===== src/rtl/zps_pkg.sv =====
// ----------------------------------------------------------------------------
// zps_pkg
// Shared widths, codes and helpers for the zone priority stream selector.
// ----------------------------------------------------------------------------
package zps_pkg;

	localparam int unsigned ZONE_W      = 4;
	localparam int unsigned TIME_W      = 32;
	localparam int unsigned LEN_W       = 11;
	localparam int unsigned PT_W        = 7;
	localparam int unsigned SEQ_W       = 16;
	localparam int unsigned MASK_W      = 16;
	localparam int unsigned PRIO_W      = 4;
	localparam int unsigned PRIOS_W     = 64;
	localparam int unsigned STEP_W      = 16;
	localparam int unsigned CFG_IDX_W   = 3;
	localparam int unsigned CFG_DATA_W  = 64;

	localparam logic [LEN_W-1:0]  MIN_PACKET_BYTES = 11'd12;
	localparam logic [TIME_W-1:0] RESET_SILENCE    = 32'd1000;
	localparam logic [TIME_W-1:0] RESET_SSRC       = 32'h5A5A_0003;
	localparam logic [STEP_W-1:0] RESET_TS_STEP    = 16'd160;

	typedef enum logic {
		OP_PACKET = 1'b0,
		OP_TICK   = 1'b1
	} op_t;

	typedef enum logic [CFG_IDX_W-1:0] {
		CFG_ENABLE  = 3'd0,
		CFG_PRIO    = 3'd1,
		CFG_SILENCE = 3'd2,
		CFG_SSRC    = 3'd3,
		CFG_TS_STEP = 3'd4
	} cfg_idx_t;

	// what the beat in flight through the memory read stage is for
	typedef enum logic [1:0] {
		TAG_NONE = 2'd0,
		TAG_INIT = 2'd1,
		TAG_CAND = 2'd2,
		TAG_SIL  = 2'd3
	} tag_kind_t;

	function automatic logic [PRIO_W-1:0] prio_of(input logic [PRIOS_W-1:0] prios,
			input logic [ZONE_W-1:0] zone);
		prio_of = prios[zone*PRIO_W +: PRIO_W];
	endfunction

endpackage


===== src/rtl/zps_if.sv =====
// ----------------------------------------------------------------------------
// zps_if
// Channel interfaces: input item, result item and configuration write.
// ----------------------------------------------------------------------------
interface zps_item_if import zps_pkg::*; ();
	logic              valid;
	logic              ready;
	logic              op;
	logic [ZONE_W-1:0] zone_index;
	logic [TIME_W-1:0] now_ms;
	logic [LEN_W-1:0]  packet_length;
	logic [PT_W-1:0]   payload_type;

	modport source (output valid, op, zone_index, now_ms, packet_length, payload_type,
		input ready);
	modport sink (input valid, op, zone_index, now_ms, packet_length, payload_type,
		output ready);
endinterface

interface zps_result_if import zps_pkg::*; ();
	logic              valid;
	logic              ready;
	logic              forward;
	logic              marker;
	logic [PT_W-1:0]   out_payload_type;
	logic [SEQ_W-1:0]  sequence_number;
	logic [TIME_W-1:0] rtp_timestamp;
	logic              winner_valid;
	logic [ZONE_W-1:0] winner_zone;
	logic [MASK_W-1:0] released_mask;

	modport source (output valid, forward, marker, out_payload_type, sequence_number,
		rtp_timestamp, winner_valid, winner_zone, released_mask, input ready);
	modport sink (input valid, forward, marker, out_payload_type, sequence_number,
		rtp_timestamp, winner_valid, winner_zone, released_mask, output ready);
endinterface

interface zps_cfg_if import zps_pkg::*; ();
	logic                  valid;
	logic                  ready;
	logic [CFG_IDX_W-1:0]  index;
	logic [CFG_DATA_W-1:0] data;

	modport source (output valid, index, data, input ready);
	modport sink (input valid, index, data, output ready);
endinterface


===== src/rtl/zps_zone_mem.sv =====
// ----------------------------------------------------------------------------
// zps_zone_mem
// Per-zone time stamps: last heard and first heard, one read port each sharing
// one address, registered read data, one write port.
// ----------------------------------------------------------------------------
module zps_zone_mem import zps_pkg::*; #(
	parameter int unsigned ZONE_COUNT = 16,
	parameter int unsigned AW         = 4
) (
	input  logic              clk,
	input  logic              wr_last_en,
	input  logic              wr_first_en,
	input  logic [AW-1:0]     wr_addr,
	input  logic [TIME_W-1:0] wr_data,
	input  logic [AW-1:0]     rd_addr,
	output logic [TIME_W-1:0] rd_last,
	output logic [TIME_W-1:0] rd_first
);

	logic [TIME_W-1:0] last_mem  [ZONE_COUNT];
	logic [TIME_W-1:0] first_mem [ZONE_COUNT];

	always_ff @(posedge clk) begin
		if (wr_last_en) begin
			last_mem[wr_addr] <= wr_data;
		end
		if (wr_first_en) begin
			first_mem[wr_addr] <= wr_data;
		end
		rd_last  <= last_mem[rd_addr];
		rd_first <= first_mem[rd_addr];
	end

endmodule


===== src/rtl/zone_priority_stream_selector.sv =====
// ----------------------------------------------------------------------------
// zone_priority_stream_selector
// Picks the audio zone to forward and rewrites the RTP sequence and timestamp.
// ----------------------------------------------------------------------------
// Channels: items (packet arrival or time tick), results (one beat per item),
// cfg (register writes, always ready; write only while the block is idle).
// Per-zone last-heard and first-heard times live in a small synchronous
// memory; the active flags, winner and RTP counters are in flops.
// An item is handled one at a time. A packet that counts (enabled zone in
// range, 12 bytes or more) goes from accept to the result register through
// one read of the winner's first-heard time, a selection pass over all
// zones, a drain step, a decision step, then the silence pass over all zones
// and its drain; each pass reads one memory entry per cycle. Any other item
// skips the selection and goes straight to the silence pass. items.ready is
// high only in the idle state, entered once the result is loaded.
// The result sits in an output register, so the next item is accepted while
// it waits; if results.ready stays low the block finishes that next item and
// then holds until the register frees up.
// Reset clears all zones, the winner, the counters and the output valid, and
// restores the register defaults. The memory needs no clearing: an entry is
// only used while its zone is active, and activation writes it.
// ----------------------------------------------------------------------------
module zone_priority_stream_selector import zps_pkg::*; #(
	parameter int unsigned ZONE_COUNT = 16
) (
	input  logic          clk,
	input  logic          arst_n,
	zps_cfg_if.sink       cfg,
	zps_item_if.sink      items,
	zps_result_if.source  results
);

	localparam int unsigned ZW = $clog2(ZONE_COUNT);
	localparam logic [ZW-1:0] LAST_ZONE = ZW'(ZONE_COUNT - 1);

	typedef enum logic [7:0] {
		ST_IDLE   = 8'b0000_0001,
		ST_LOAD   = 8'b0000_0010,
		ST_SEL    = 8'b0000_0100,
		ST_SDRAIN = 8'b0000_1000,
		ST_DECIDE = 8'b0001_0000,
		ST_SIL    = 8'b0010_0000,
		ST_LDRAIN = 8'b0100_0000,
		ST_FIN    = 8'b1000_0000
	} state_t;

	state_t state_q;
	logic [ZW-1:0] cnt_q;

	// configuration
	logic [MASK_W-1:0]  enable_q;
	logic [PRIOS_W-1:0] prios_q;
	logic [TIME_W-1:0]  silence_q;
	logic [TIME_W-1:0]  ssrc_q;
	logic [STEP_W-1:0]  ts_step_q;

	// block state
	logic [ZONE_COUNT-1:0] active_q;
	logic [ZONE_W-1:0]     cur_zone_q;
	logic                  cur_valid_q;
	logic [SEQ_W-1:0]      next_seq_q;
	logic [TIME_W-1:0]     next_ts_q;

	// item being worked on
	logic [ZONE_W-1:0] zi_q;
	logic [TIME_W-1:0] now_q;
	logic [PT_W-1:0]   pt_q;

	// selection
	logic              have_q;
	logic [ZONE_W-1:0] win_q;
	logic [TIME_W-1:0] win_first_q;

	// result being built
	logic                  fwd_q;
	logic                  mark_q;
	logic [PT_W-1:0]       opt_q;
	logic [SEQ_W-1:0]      seq_q;
	logic [TIME_W-1:0]     ts_q;
	logic [ZONE_COUNT-1:0] released_q;

	// read stage
	tag_kind_t         tag_kind_s1;
	logic [ZW-1:0]     tag_zone_s1;
	tag_kind_t         tag_kind;
	logic [ZW-1:0]     rd_addr;
	logic [TIME_W-1:0] rd_last;
	logic [TIME_W-1:0] rd_first;

	// output register
	logic              out_valid_q;
	logic              out_fwd_q;
	logic              out_mark_q;
	logic [PT_W-1:0]   out_pt_q;
	logic [SEQ_W-1:0]  out_seq_q;
	logic [TIME_W-1:0] out_ts_q;
	logic              out_wv_q;
	logic [ZONE_W-1:0] out_wz_q;
	logic [MASK_W-1:0] out_rel_q;

	logic in_acc;
	logic cfg_acc;
	logic pkt_ok;
	logic wr_first_en;
	logic out_load;

	logic [ZONE_W-1:0] cand_zone;
	logic [PRIO_W-1:0] cand_prio;
	logic [PRIO_W-1:0] win_prio;
	logic [TIME_W-1:0] first_diff;
	logic              cand_better;
	logic              silent;

	assign items.ready = (state_q == ST_IDLE);
	assign cfg.ready   = 1'b1;
	assign in_acc      = items.valid && items.ready;
	assign cfg_acc     = cfg.valid && cfg.ready;

	assign pkt_ok = (items.op == OP_PACKET)
		&& ({1'b0, items.zone_index} < (ZONE_W+1)'(ZONE_COUNT))
		&& enable_q[items.zone_index]
		&& (items.packet_length >= MIN_PACKET_BYTES);
	assign wr_first_en = in_acc && pkt_ok && !active_q[items.zone_index[ZW-1:0]];

	assign out_load = (state_q == ST_FIN) && (!out_valid_q || results.ready);

	always_comb begin
		tag_kind = TAG_NONE;
		rd_addr  = cnt_q;
		unique case (state_q)
			ST_LOAD: begin
				tag_kind = TAG_INIT;
				rd_addr  = cur_zone_q[ZW-1:0];
			end
			ST_SEL: begin
				tag_kind = TAG_CAND;
			end
			ST_SIL: begin
				tag_kind = TAG_SIL;
			end
			default: begin
				tag_kind = TAG_NONE;
			end
		endcase
	end

	zps_zone_mem #(
		.ZONE_COUNT (ZONE_COUNT),
		.AW         (ZW)
	) u_mem (
		.clk         (clk),
		.wr_last_en  (in_acc && pkt_ok),
		.wr_first_en (wr_first_en),
		.wr_addr     (items.zone_index[ZW-1:0]),
		.wr_data     (items.now_ms),
		.rd_addr     (rd_addr),
		.rd_last     (rd_last),
		.rd_first    (rd_first)
	);

	// candidate compare against the winner so far
	assign cand_zone   = ZONE_W'(tag_zone_s1);
	assign cand_prio   = prio_of(prios_q, cand_zone);
	assign win_prio    = prio_of(prios_q, win_q);
	assign first_diff  = rd_first - win_first_q;
	assign cand_better = !have_q || (cand_prio < win_prio)
		|| ((cand_prio == win_prio) && first_diff[TIME_W-1]);
	assign silent      = active_q[tag_zone_s1] && ((now_q - rd_last) > silence_q);

	always_ff @(posedge clk or negedge arst_n) begin
		if (!arst_n) begin
			state_q     <= ST_IDLE;
			cnt_q       <= '0;
			tag_kind_s1 <= TAG_NONE;
			enable_q    <= '0;
			prios_q     <= '0;
			silence_q   <= RESET_SILENCE;
			ssrc_q      <= RESET_SSRC;
			ts_step_q   <= RESET_TS_STEP;
			active_q    <= '0;
			cur_zone_q  <= '0;
			cur_valid_q <= 1'b0;
			next_seq_q  <= '0;
			next_ts_q   <= '0;
			out_valid_q <= 1'b0;
		end else begin
			tag_kind_s1 <= tag_kind;

			if (cfg_acc) begin
				case (cfg.index)
					CFG_ENABLE: begin
						enable_q <= cfg.data[MASK_W-1:0];
						// leaving zones drop out at once
						active_q <= active_q & cfg.data[ZONE_COUNT-1:0];
					end
					CFG_PRIO:    prios_q   <= cfg.data;
					CFG_SILENCE: silence_q <= cfg.data[TIME_W-1:0];
					CFG_SSRC:    ssrc_q    <= cfg.data[TIME_W-1:0];
					CFG_TS_STEP: ts_step_q <= cfg.data[STEP_W-1:0];
					default: begin
					end
				endcase
			end

			if (in_acc && pkt_ok) begin
				active_q[items.zone_index[ZW-1:0]] <= 1'b1;
			end

			if (tag_kind_s1 == TAG_SIL && silent) begin
				active_q[tag_zone_s1] <= 1'b0;
				if (cur_valid_q && cur_zone_q == cand_zone) begin
					cur_valid_q <= 1'b0;
				end
			end

			if (state_q == ST_DECIDE && have_q && win_q == zi_q) begin
				next_seq_q  <= next_seq_q + SEQ_W'(1);
				next_ts_q   <= next_ts_q + TIME_W'(ts_step_q);
				cur_zone_q  <= win_q;
				cur_valid_q <= 1'b1;
			end

			if (out_load) begin
				out_valid_q <= 1'b1;
			end else if (results.ready) begin
				out_valid_q <= 1'b0;
			end

			unique case (state_q)
				ST_IDLE: begin
					cnt_q <= '0;
					if (in_acc) begin
						state_q <= pkt_ok ? ST_LOAD : ST_SIL;
					end
				end
				ST_LOAD: begin
					state_q <= ST_SEL;
				end
				ST_SEL: begin
					if (cnt_q == LAST_ZONE) begin
						cnt_q   <= '0;
						state_q <= ST_SDRAIN;
					end else begin
						cnt_q <= cnt_q + ZW'(1);
					end
				end
				ST_SDRAIN: begin
					state_q <= ST_DECIDE;
				end
				ST_DECIDE: begin
					state_q <= ST_SIL;
				end
				ST_SIL: begin
					if (cnt_q == LAST_ZONE) begin
						cnt_q   <= '0;
						state_q <= ST_LDRAIN;
					end else begin
						cnt_q <= cnt_q + ZW'(1);
					end
				end
				ST_LDRAIN: begin
					state_q <= ST_FIN;
				end
				ST_FIN: begin
					if (out_load) begin
						state_q <= ST_IDLE;
					end
				end
				default: begin
					state_q <= ST_IDLE;
				end
			endcase
		end
	end

	// payload registers
	always_ff @(posedge clk) begin
		tag_zone_s1 <= rd_addr;

		if (in_acc) begin
			zi_q       <= items.zone_index;
			now_q      <= items.now_ms;
			pt_q       <= items.payload_type;
			fwd_q      <= 1'b0;
			mark_q     <= 1'b0;
			opt_q      <= '0;
			seq_q      <= '0;
			ts_q       <= '0;
			released_q <= '0;
		end

		case (tag_kind_s1)
			TAG_INIT: begin
				// a stale winner starts the pass with no candidate
				have_q <= cur_valid_q
					&& ({1'b0, cur_zone_q} < (ZONE_W+1)'(ZONE_COUNT))
					&& active_q[cur_zone_q[ZW-1:0]];
				win_q       <= cur_zone_q;
				win_first_q <= rd_first;
			end
			TAG_CAND: begin
				if (active_q[tag_zone_s1] && enable_q[cand_zone] && cand_better) begin
					have_q      <= 1'b1;
					win_q       <= cand_zone;
					win_first_q <= rd_first;
				end
			end
			TAG_SIL: begin
				if (silent) begin
					released_q[tag_zone_s1] <= 1'b1;
				end
			end
			default: begin
			end
		endcase

		if (state_q == ST_DECIDE && have_q && win_q == zi_q) begin
			fwd_q  <= 1'b1;
			mark_q <= !cur_valid_q || (cur_zone_q != win_q);
			opt_q  <= pt_q;
			seq_q  <= next_seq_q;
			ts_q   <= next_ts_q;
		end

		if (out_load) begin
			out_fwd_q  <= fwd_q;
			out_mark_q <= mark_q;
			out_pt_q   <= opt_q;
			out_seq_q  <= seq_q;
			out_ts_q   <= ts_q;
			out_wv_q   <= cur_valid_q;
			out_wz_q   <= cur_valid_q ? cur_zone_q : '0;
			out_rel_q  <= MASK_W'(released_q);
		end
	end

	assign results.valid            = out_valid_q;
	assign results.forward          = out_fwd_q;
	assign results.marker           = out_mark_q;
	assign results.out_payload_type = out_pt_q;
	assign results.sequence_number  = out_seq_q;
	assign results.rtp_timestamp    = out_ts_q;
	assign results.winner_valid     = out_wv_q;
	assign results.winner_zone      = out_wz_q;
	assign results.released_mask    = out_rel_q;

endmodule


===== src/flat_wrapper.sv =====
// flat-port wrapper written by rule: the top's interface ports become plain ports
module zone_priority_stream_selector_flat import zps_pkg::*;
#(
	parameter int unsigned ZONE_COUNT = 16
)
  (clk, arst_n, cfg_valid, cfg_index, cfg_data, cfg_ready, items_valid, items_op, items_zone_index, items_now_ms, items_packet_length, items_payload_type, items_ready, results_valid, results_forward, results_marker, results_out_payload_type, results_sequence_number, results_rtp_timestamp, results_winner_valid, results_winner_zone, results_released_mask, results_ready);
  zps_cfg_if cfg_i ();
  zps_item_if items_i ();
  zps_result_if results_i ();
  input  logic clk;
  input  logic arst_n;
  input wire logic [$bits(cfg_i.valid)-1:0] cfg_valid;
  input wire logic [$bits(cfg_i.index)-1:0] cfg_index;
  input wire logic [$bits(cfg_i.data)-1:0] cfg_data;
  output wire logic [$bits(cfg_i.ready)-1:0] cfg_ready;
  input wire logic [$bits(items_i.valid)-1:0] items_valid;
  input wire logic [$bits(items_i.op)-1:0] items_op;
  input wire logic [$bits(items_i.zone_index)-1:0] items_zone_index;
  input wire logic [$bits(items_i.now_ms)-1:0] items_now_ms;
  input wire logic [$bits(items_i.packet_length)-1:0] items_packet_length;
  input wire logic [$bits(items_i.payload_type)-1:0] items_payload_type;
  output wire logic [$bits(items_i.ready)-1:0] items_ready;
  output wire logic [$bits(results_i.valid)-1:0] results_valid;
  output wire logic [$bits(results_i.forward)-1:0] results_forward;
  output wire logic [$bits(results_i.marker)-1:0] results_marker;
  output wire logic [$bits(results_i.out_payload_type)-1:0] results_out_payload_type;
  output wire logic [$bits(results_i.sequence_number)-1:0] results_sequence_number;
  output wire logic [$bits(results_i.rtp_timestamp)-1:0] results_rtp_timestamp;
  output wire logic [$bits(results_i.winner_valid)-1:0] results_winner_valid;
  output wire logic [$bits(results_i.winner_zone)-1:0] results_winner_zone;
  output wire logic [$bits(results_i.released_mask)-1:0] results_released_mask;
  input wire logic [$bits(results_i.ready)-1:0] results_ready;
  assign cfg_i.valid = cfg_valid;
  assign cfg_i.index = cfg_index;
  assign cfg_i.data = cfg_data;
  assign cfg_ready = cfg_i.ready;
  assign items_i.valid = items_valid;
  assign items_i.op = items_op;
  assign items_i.zone_index = items_zone_index;
  assign items_i.now_ms = items_now_ms;
  assign items_i.packet_length = items_packet_length;
  assign items_i.payload_type = items_payload_type;
  assign items_ready = items_i.ready;
  assign results_valid = results_i.valid;
  assign results_forward = results_i.forward;
  assign results_marker = results_i.marker;
  assign results_out_payload_type = results_i.out_payload_type;
  assign results_sequence_number = results_i.sequence_number;
  assign results_rtp_timestamp = results_i.rtp_timestamp;
  assign results_winner_valid = results_i.winner_valid;
  assign results_winner_zone = results_i.winner_zone;
  assign results_released_mask = results_i.released_mask;
  assign results_i.ready = results_ready;
  zone_priority_stream_selector #(.ZONE_COUNT(ZONE_COUNT)) u_core (.clk(clk), .arst_n(arst_n), .cfg(cfg_i), .items(items_i), .results(results_i));
endmodule

===== config.mk =====
export PLATFORM = sky130hd
export DESIGN_NAME = zone_priority_stream_selector_flat
export DESIGN_NICKNAME = d
export VERILOG_FILES = /design/src/rtl/zps_pkg.sv /design/src/rtl/zps_if.sv /design/src/rtl/zps_zone_mem.sv /design/src/rtl/zone_priority_stream_selector.sv /design/src/flat_wrapper.sv
export SDC_FILE = /design/constraint.sdc
export NUM_CORES = 2
export LEC_CHECK = 0
export ABC_CLOCK_PERIOD_IN_PS = 12050
export BUFFER_PORTS_ARGS = -buffer_cell sky130_fd_sc_hd__buf_2
export CORE_MARGIN = 1
export CORE_UTILIZATION = 30
export CTS_CLUSTER_DIAMETER = 200
export DETAILED_ROUTE_END_ITERATION = 8
export GPL_TIMING_DRIVEN = 1
export SYNTH_ARGS = -nofsm -noshare
export SYNTH_HDL_FRONTEND = slang
export SYNTH_HIERARCHICAL = 1
export SYNTH_SLANG_ARGS = --single-unit

===== constraint.sdc =====
create_clock -name clk -period 12.05 [get_ports clk]
set_input_delay 0.6025 -clock clk [delete_from_list [all_inputs] [get_ports clk]]
set_output_delay 0.6025 -clock clk [all_outputs]
set_load 0.05 [all_outputs]

Word-level counts from Yosys, hierarchy flattened
Memories as Yosys holds them, arrays and structs flattened. A register that Yosys moved wholly into a read port is not among the register bits.
Index checks and enable logic that the tools add are counted.
{"block": "op_classes", "addsub": 5, "mul": 0, "div": 0, "magnitude_cmp": 8, "eq_ne": 24, "shift": 2, "mux": 54, "bitwise": 6, "n_reduce_logical": 40}
{"op": "16-bit two-way mux", "n": 9}
{"op": "64-bit by 7-bit variable part select with 4-bit output", "n": 2}
{"op": "32-bit two-way mux", "n": 3}
{"op": "32-bit case mux with 2 select lines", "n": 1}
{"op": "8-bit case mux with 8 select lines", "n": 1}
{"op": "32-bit subtractor", "n": 2}
{"op": "32-bit by 16-bit adder with 32-bit output", "n": 1}
{"op": "16-bit AND", "n": 2}
{"op": "32-bit greater-than comparator", "n": 1}
{"op": "8-bit two-way mux", "n": 4}
{"op": "16-bit OR", "n": 2}
{"op": "1-bit binary-select mux with 4-bit select", "n": 5}
{"op": "1-bit two-way mux", "n": 19}
{"op": "1-bit logical AND", "n": 17}
{"op": "16-bit by 1-bit adder with 16-bit output, second input constant", "n": 1}
{"op": "16-bit NOT", "n": 1}
{"op": "4-bit case mux with 2 select lines", "n": 2}
{"op": "4-bit by 5-bit < comparator with 1-bit output, second input constant", "n": 3}
{"op": "7-bit two-way mux", "n": 2}
{"op": "4-bit == test", "n": 3}
{"op": "4-bit two-way mux", "n": 3}
{"op": "2-bit AND reduction", "n": 6}
{"op": "2-bit nonzero test", "n": 6}
{"op": "11-bit by 4-bit >= comparator with 1-bit output, second input constant", "n": 1}
{"op": "other kinds (30)", "n": 42}
{"block": "totals", "reg_bits": 447, "latchBits": 0, "mem_bits_rw": 1024, "romBits": 0, "in_bits": 127, "wordCells": 175, "memories": 2}
{"memory": "u_core.u_mem.first_mem", "words": 16, "word_bits": 32, "read_ports": 1, "rd_clocked_by_memory_dff": 1, "write_ports": 1, "line_no": "zps_zone_mem.sv:21", "text": "logic [TIME_W-1:0] first_mem [ZONE_COUNT];"}
{"memory": "u_core.u_mem.last_mem", "words": 16, "word_bits": 32, "read_ports": 1, "rd_clocked_by_memory_dff": 1, "write_ports": 1, "line_no": "zps_zone_mem.sv:20", "text": "logic [TIME_W-1:0] last_mem [ZONE_COUNT];"}

Depth between registers and ports, before layout
{"block": "depth", "word_depth": 8, "ltp_mapped": 23}

Cells and area by module
Netlist, hierarchy kept.
{"mod": "zps_zone_mem", "n_inst": 1, "cells_each": 1671, "area_per_inst_um2": 39686.8, "seq_area_each_um2": 32030.7}
{"mod": "zone_priority_stream_selector", "n_inst": 1, "cells_each": 1720, "area_per_inst_um2": 21678.3, "seq_area_each_um2": 12162.9}

Least setup slack after synthesis
No wires, ideal clock.
{"block": "synth_timing", "path_kind": "register to register", "startpoint": "register u_core.now_q[0]", "endpoint": "register u_core.active_q[3]", "setup_time_ps": 164, "arrival_ps": 4872, "slack_ps": 7014, "stages_incl_launch_ff": 23, "synth_period_minus_slack_ps": 5036, "cell_sequence": "edfxtp_1 > inv_1 > ha_1 > inv_1 > fa_1 > a211oi_1 > o21ai_0 > a32oi_1 > nor3_1 > o211a_1 > a311o_1 > a21oi_1 > o21bai_1 > xor2_1 > ha_1 > nand4_1 > nor2_1 > inv_1 > or4_1 > a21oi_1 > a211oi_1 > nor4_1 > a22oi_1"}
{"block": "synth_via", "elab_chain_len": 5}
{"item": "start: declaration", "line_no": "zone_priority_stream_selector.sv:66", "text": "logic [TIME_W-1:0] now_q;"}
{"item": "start signal: assignment", "line_no": "zone_priority_stream_selector.sv:282", "text": "now_q <= items.now_ms;"}
{"item": "32-bit subtractor", "line_no": "zone_priority_stream_selector.sv:168", "text": "assign silent = active_q[tag_zone_s1] && ((now_q - rd_last) > silence_q);"}
{"item": "32-bit greater-than comparator", "line_no": "zone_priority_stream_selector.sv:168"}
{"item": "1-bit logical AND", "line_no": "zone_priority_stream_selector.sv:168"}
{"item": "1-bit logical AND", "line_no": "zone_priority_stream_selector.sv:209", "text": "if (tag_kind_s1 == TAG_SIL && silent) begin"}
{"item": "16-bit two-way mux", "line_no": "zone_priority_stream_selector.sv:209"}
{"item": "end signal: assignment", "line_no": "zone_priority_stream_selector.sv:194", "text": "active_q <= active_q & cfg.data[ZONE_COUNT-1:0];"}
{"item": "end: declaration", "line_no": "zone_priority_stream_selector.sv:58", "text": "logic [ZONE_COUNT-1:0] active_q;"}
No other way between the ends.
A chain may end at the register's enable or synchronous reset.

Worst setup path in the final report
{"block": "layout_timing", "startpoint": "register u_core.now_q[0]", "endpoint": "register u_core.active_q[15]"}
The elaborated chain is that of the path after synthesis.

==> flow_metrics.tcl <==
set metrics [dict create \
    outcome "finished clean" \
    whs_path_depth 3 \
    numCtsBuffers 155 \
    critical_path.top_delay_family "compound AO/OA/AOI/OAI gates" \
    ys_types 81 \
    grt_pass1_vias 32392 \
    p_total_uw 13700 \
    yosys_most_used_dff "edfxtp_1" \
    track_usage_pct 14.6 \
    synth_fa_ha_area_share_pct 2.41 \
    hold_viol 0 \
    pin_count 208 \
    initial_core_util_pct 30.3 \
    skew_ps 51.9 \
    vias_per_cell 4.94 \
    drtIter0Drc 2993 \
    power_density_nw_per_um2 193 \
    final_area_um2 71100 \
    cts_max_path_buffers 3 \
    yosys-mux-area-fraction_pct 13.4 \
    required_ps 12670 \
    arrival_ps 7020 \
    setup_violations 0 \
    cp-end-kind "register" \
    fin_crit_sh_pct 53.1 \
    globalplace.congestion 0.824 \
    final_nets 3935 \
    rsz0062_at_grt "no" \
    clkSinkCount 1535 \
    grt_max_degree 139 \
    synth.net_count 3635 \
    final_util_pct 35.1 \
    rr_startpoint "u_core/now_q[0]" \
    critPathKind "reg -> reg" \
    routedWlPerCell_um 23.2 \
    min_to "u_core/silence_q[17]" \
    r2r_slack_ps 5650 \
    drt-pass1-iter-count 5 \
    synth-edff-count 1238 \
    avgSynthCellArea_um2 18.1 \
    leakage_uw 0.0243 \
    syn_area_um2 61400 \
    crit_chain "inv_1, ha_1, inv_1, fa_1, a211oi_1, o21ai_0, a32oi_1, nor3_1, o211a_1, a311o_1, a21oi_1, o21bai_1, xor2_1, ha_1, nand4_1, nor2_1, inv_1, or4_1, a21oi_1, a211oi_1, buf_4, nor3_1, a22oi_1" \
    antenna_found_initial 28 \
    cts_tree "built" \
    async_flop_share_pct 13.8 \
    layout_commonest_cell "edfxtp_1" \
    overflow 0 \
    max-slew-margin-rel_pct 23.0 \
    synth_compound_area_share_pct 4.71 \
    startpoint_type "register" \
    yosys.area_share.simple_pct 4.36 \
    ys_ff_latch 1535 \
    worst-path-stages 23 \
    remaining_drc_errors 0 \
    fp-row-count 165 \
    die_area_um2 206000 \
    reg2reg_depth 23 \
    ys_seq_area_share_pct 72.0 \
    clk_pin_slew_ps 60 \
    syn_inst 3391 \
    maxCapViolCount 0 \
    wl_um 151000 \
    final_cell_mix "edfxtp_1 (1238), mux4_2 (321), nand2_1 (238)" \
    core-area_um2 203000 \
    die_x_um 454 \
    max_freq_ghz 0.156 \
    ir_drop_uv 140 \
    fin_crit_ps 6400 \
    htreeDepth 4 \
    hold_start "cfg_data[17]" \
    insertion_delay_ps 800 \
    cts_root_buf "clkbuf_16" \
    fill_cells 18961 \
    worst-path-buf-inv 4 \
    io_buffers 204 \
    synth-xor-area-share_pct 1.18 \
    worstPathMaxFanout 8 \
    area_growth_pct 15.8 \
    final.setup.tns_ps 0 \
    crit_top_cell "inv_1" \
    finalMaxSlewViolations 0 \
    cp_slowest_cell "nor3_1" \
    max_stage_delay_ps 870 \
    layout-drive-gt1-share_pct 25.3 \
    synth_top_family_by_area "multiplexers" \
    dp_hpwl_um 89400 \
    worst_pin_slew_ps 1150 \
    postRouteAntennaNets 0 \
    reg2reg_to "u_core/active_q[15]" \
    vias 32093 \
    dieHeight_um 454 \
    holdWs_ps 43.3 \
    place_area_um2 65800 \
    yosys_warnings 6 \
    holdCritPathClass "in -> reg" \
    post_cts_resized 0 \
    grt_pass1_wl_um 220000 \
]
-- Yosys cell counts, types with 4 or more instances --
master    count  area (µm²)
a22o_1       17         149
nor2_1       89         334
nand2b_1     24         150
nand2_1     240         901
ha_1        115        1440
dfrtp_1     203        5080
dfstp_2       9         236
mux4_2      321        7230
nor2b_1      20         125
buf_4        10        75.1
a31oi_1       6        37.5
a22oi_1     134        1010
and2_1       60         375
o21bai_1      7        52.6
o31ai_1       4        30.0
edfxtp_1   1238       37200
a21oi_1      59         295
and3_1       11        68.8
nand4_1      20         125
buf_1        23        86.3
clkbuf_1     89         334
nand3b_1      5        37.5
buf_6        14         158
a21boi_0      4        30.0
xnor2_1      50         438
nor4_1        5        31.3
mux2_2       89        1000
a21o_1       39         293
xor2_1       33         289
buf_2        14        70.1
nand3_1      22         110
dfxtp_1      85        1700
nor3_1       20         100
a211oi_1      7        52.6
o21ai_0      99         495
o21a_1       22         165
inv_1       115         432
o31a_1        6        52.6
-- registers in the layout, indices dropped and copies added (netlist names), 8 cells and up --
register                        count
u_core/win_first_q                 32
u_core/enable_q                    16
u_core/silence_q                   32
u_core/results.released_mask       16
u_core/prios_q                     64
u_core/state_q                      8
u_core/released_q                  16
u_core/u_mem/rd_last               32
u_core/u_mem/first_mem            512
u_core/next_seq_q                  16
u_core/now_q                       32
u_core/ts_q                        32
u_core/results.rtp_timestamp       32
u_core/ts_step_q                   16
u_core/u_mem/last_mem             512
u_core/u_mem/rd_first              32
u_core/seq_q                       16
u_core/next_ts_q                   32
u_core/active_q                    16
u_core/results.sequence_number     16
-- cell families (layout without fill, tap and decap cells) --
group | Yosys count | in the layout
other cells | 1 | 6
xor+xnor | 83 | 83
buf+inv | 265 | 696
fa+ha+maj | 117 | 117
flops | 1535 | 1535
compound gates | 430 | 430
mux | 411 | 411
simple gates | 549 | 549
-- where the power goes --
part	internal [µW]	switching [µW]
sequential	6110	171
combinational	1210	1510
clock	2630	2060
-- area by class of cell --
class | count | area (µm²) | share of cell area (%)
inverters | 115 | 432 | 0.607
clock buffers | 226 | 4280 | 6.02
diodes | 5 | 12.5 | 0.0176
clock inverters | 62 | 672 | 0.945
flip-flops and latches | 1535 | 44200 | 62.2
repair buffers | 293 | 1800 | 2.53
well taps | 2672 | 3340 | 4.70
multi-input cells | 1591 | 16300 | 23.0
-- how the worst max path moves through the flow --
| stage | start | endpoint | slack [ps] |
|---|---|---|---|
| detailed placement | u_core/now_q[0] | u_core/active_q[6] | 5610 |
| floorplan | u_core/now_q[0] | u_core/active_q[3] | 7010 |
| global placement | u_core/now_q[0] | u_core/active_q[15] | 5620 |
| global route | u_core/now_q[0] | u_core/active_q[15] | 5240 |
| CTS | u_core/now_q[0] | u_core/active_q[15] | 5610 |
| finish | u_core/now_q[0] | u_core/active_q[15] | 5650 |
-- routing by layer --
metal	routed length (µm)	global-route usage, %	vias up	share of wire (%)
li1	-	-	13964	-
met1	64500	19.9	16750	43
met2	72600	23.8	1122	48
met4	4220	4.61	2	2.8
met5	12	0	-	0.0080
met3	9550	2.30	255	6.3
-- metrics by stage --
step | setup WS [ps] | instances
global route | 5240 | 6496
floorplan | 7010 | 3391
detailed placement | 5610 | 6177
CTS | 5610 | 6494
finish | 5650 | 6499
global placement | 5620 | 6177
-- timing repair --
action                                 in CTS  in global routing
hold buffers                               29                  0
buffers inserted                            0                  0
endpoints found under the hold margin     112                  0
-- tightest hold or removal path: cells and delay by family --
family | cells | cell delay [ps]
compound gates | 1 | 60
simple gates | 1 | 40
buf+inv | 1 | 90
(Power assumes the default switching activity.)
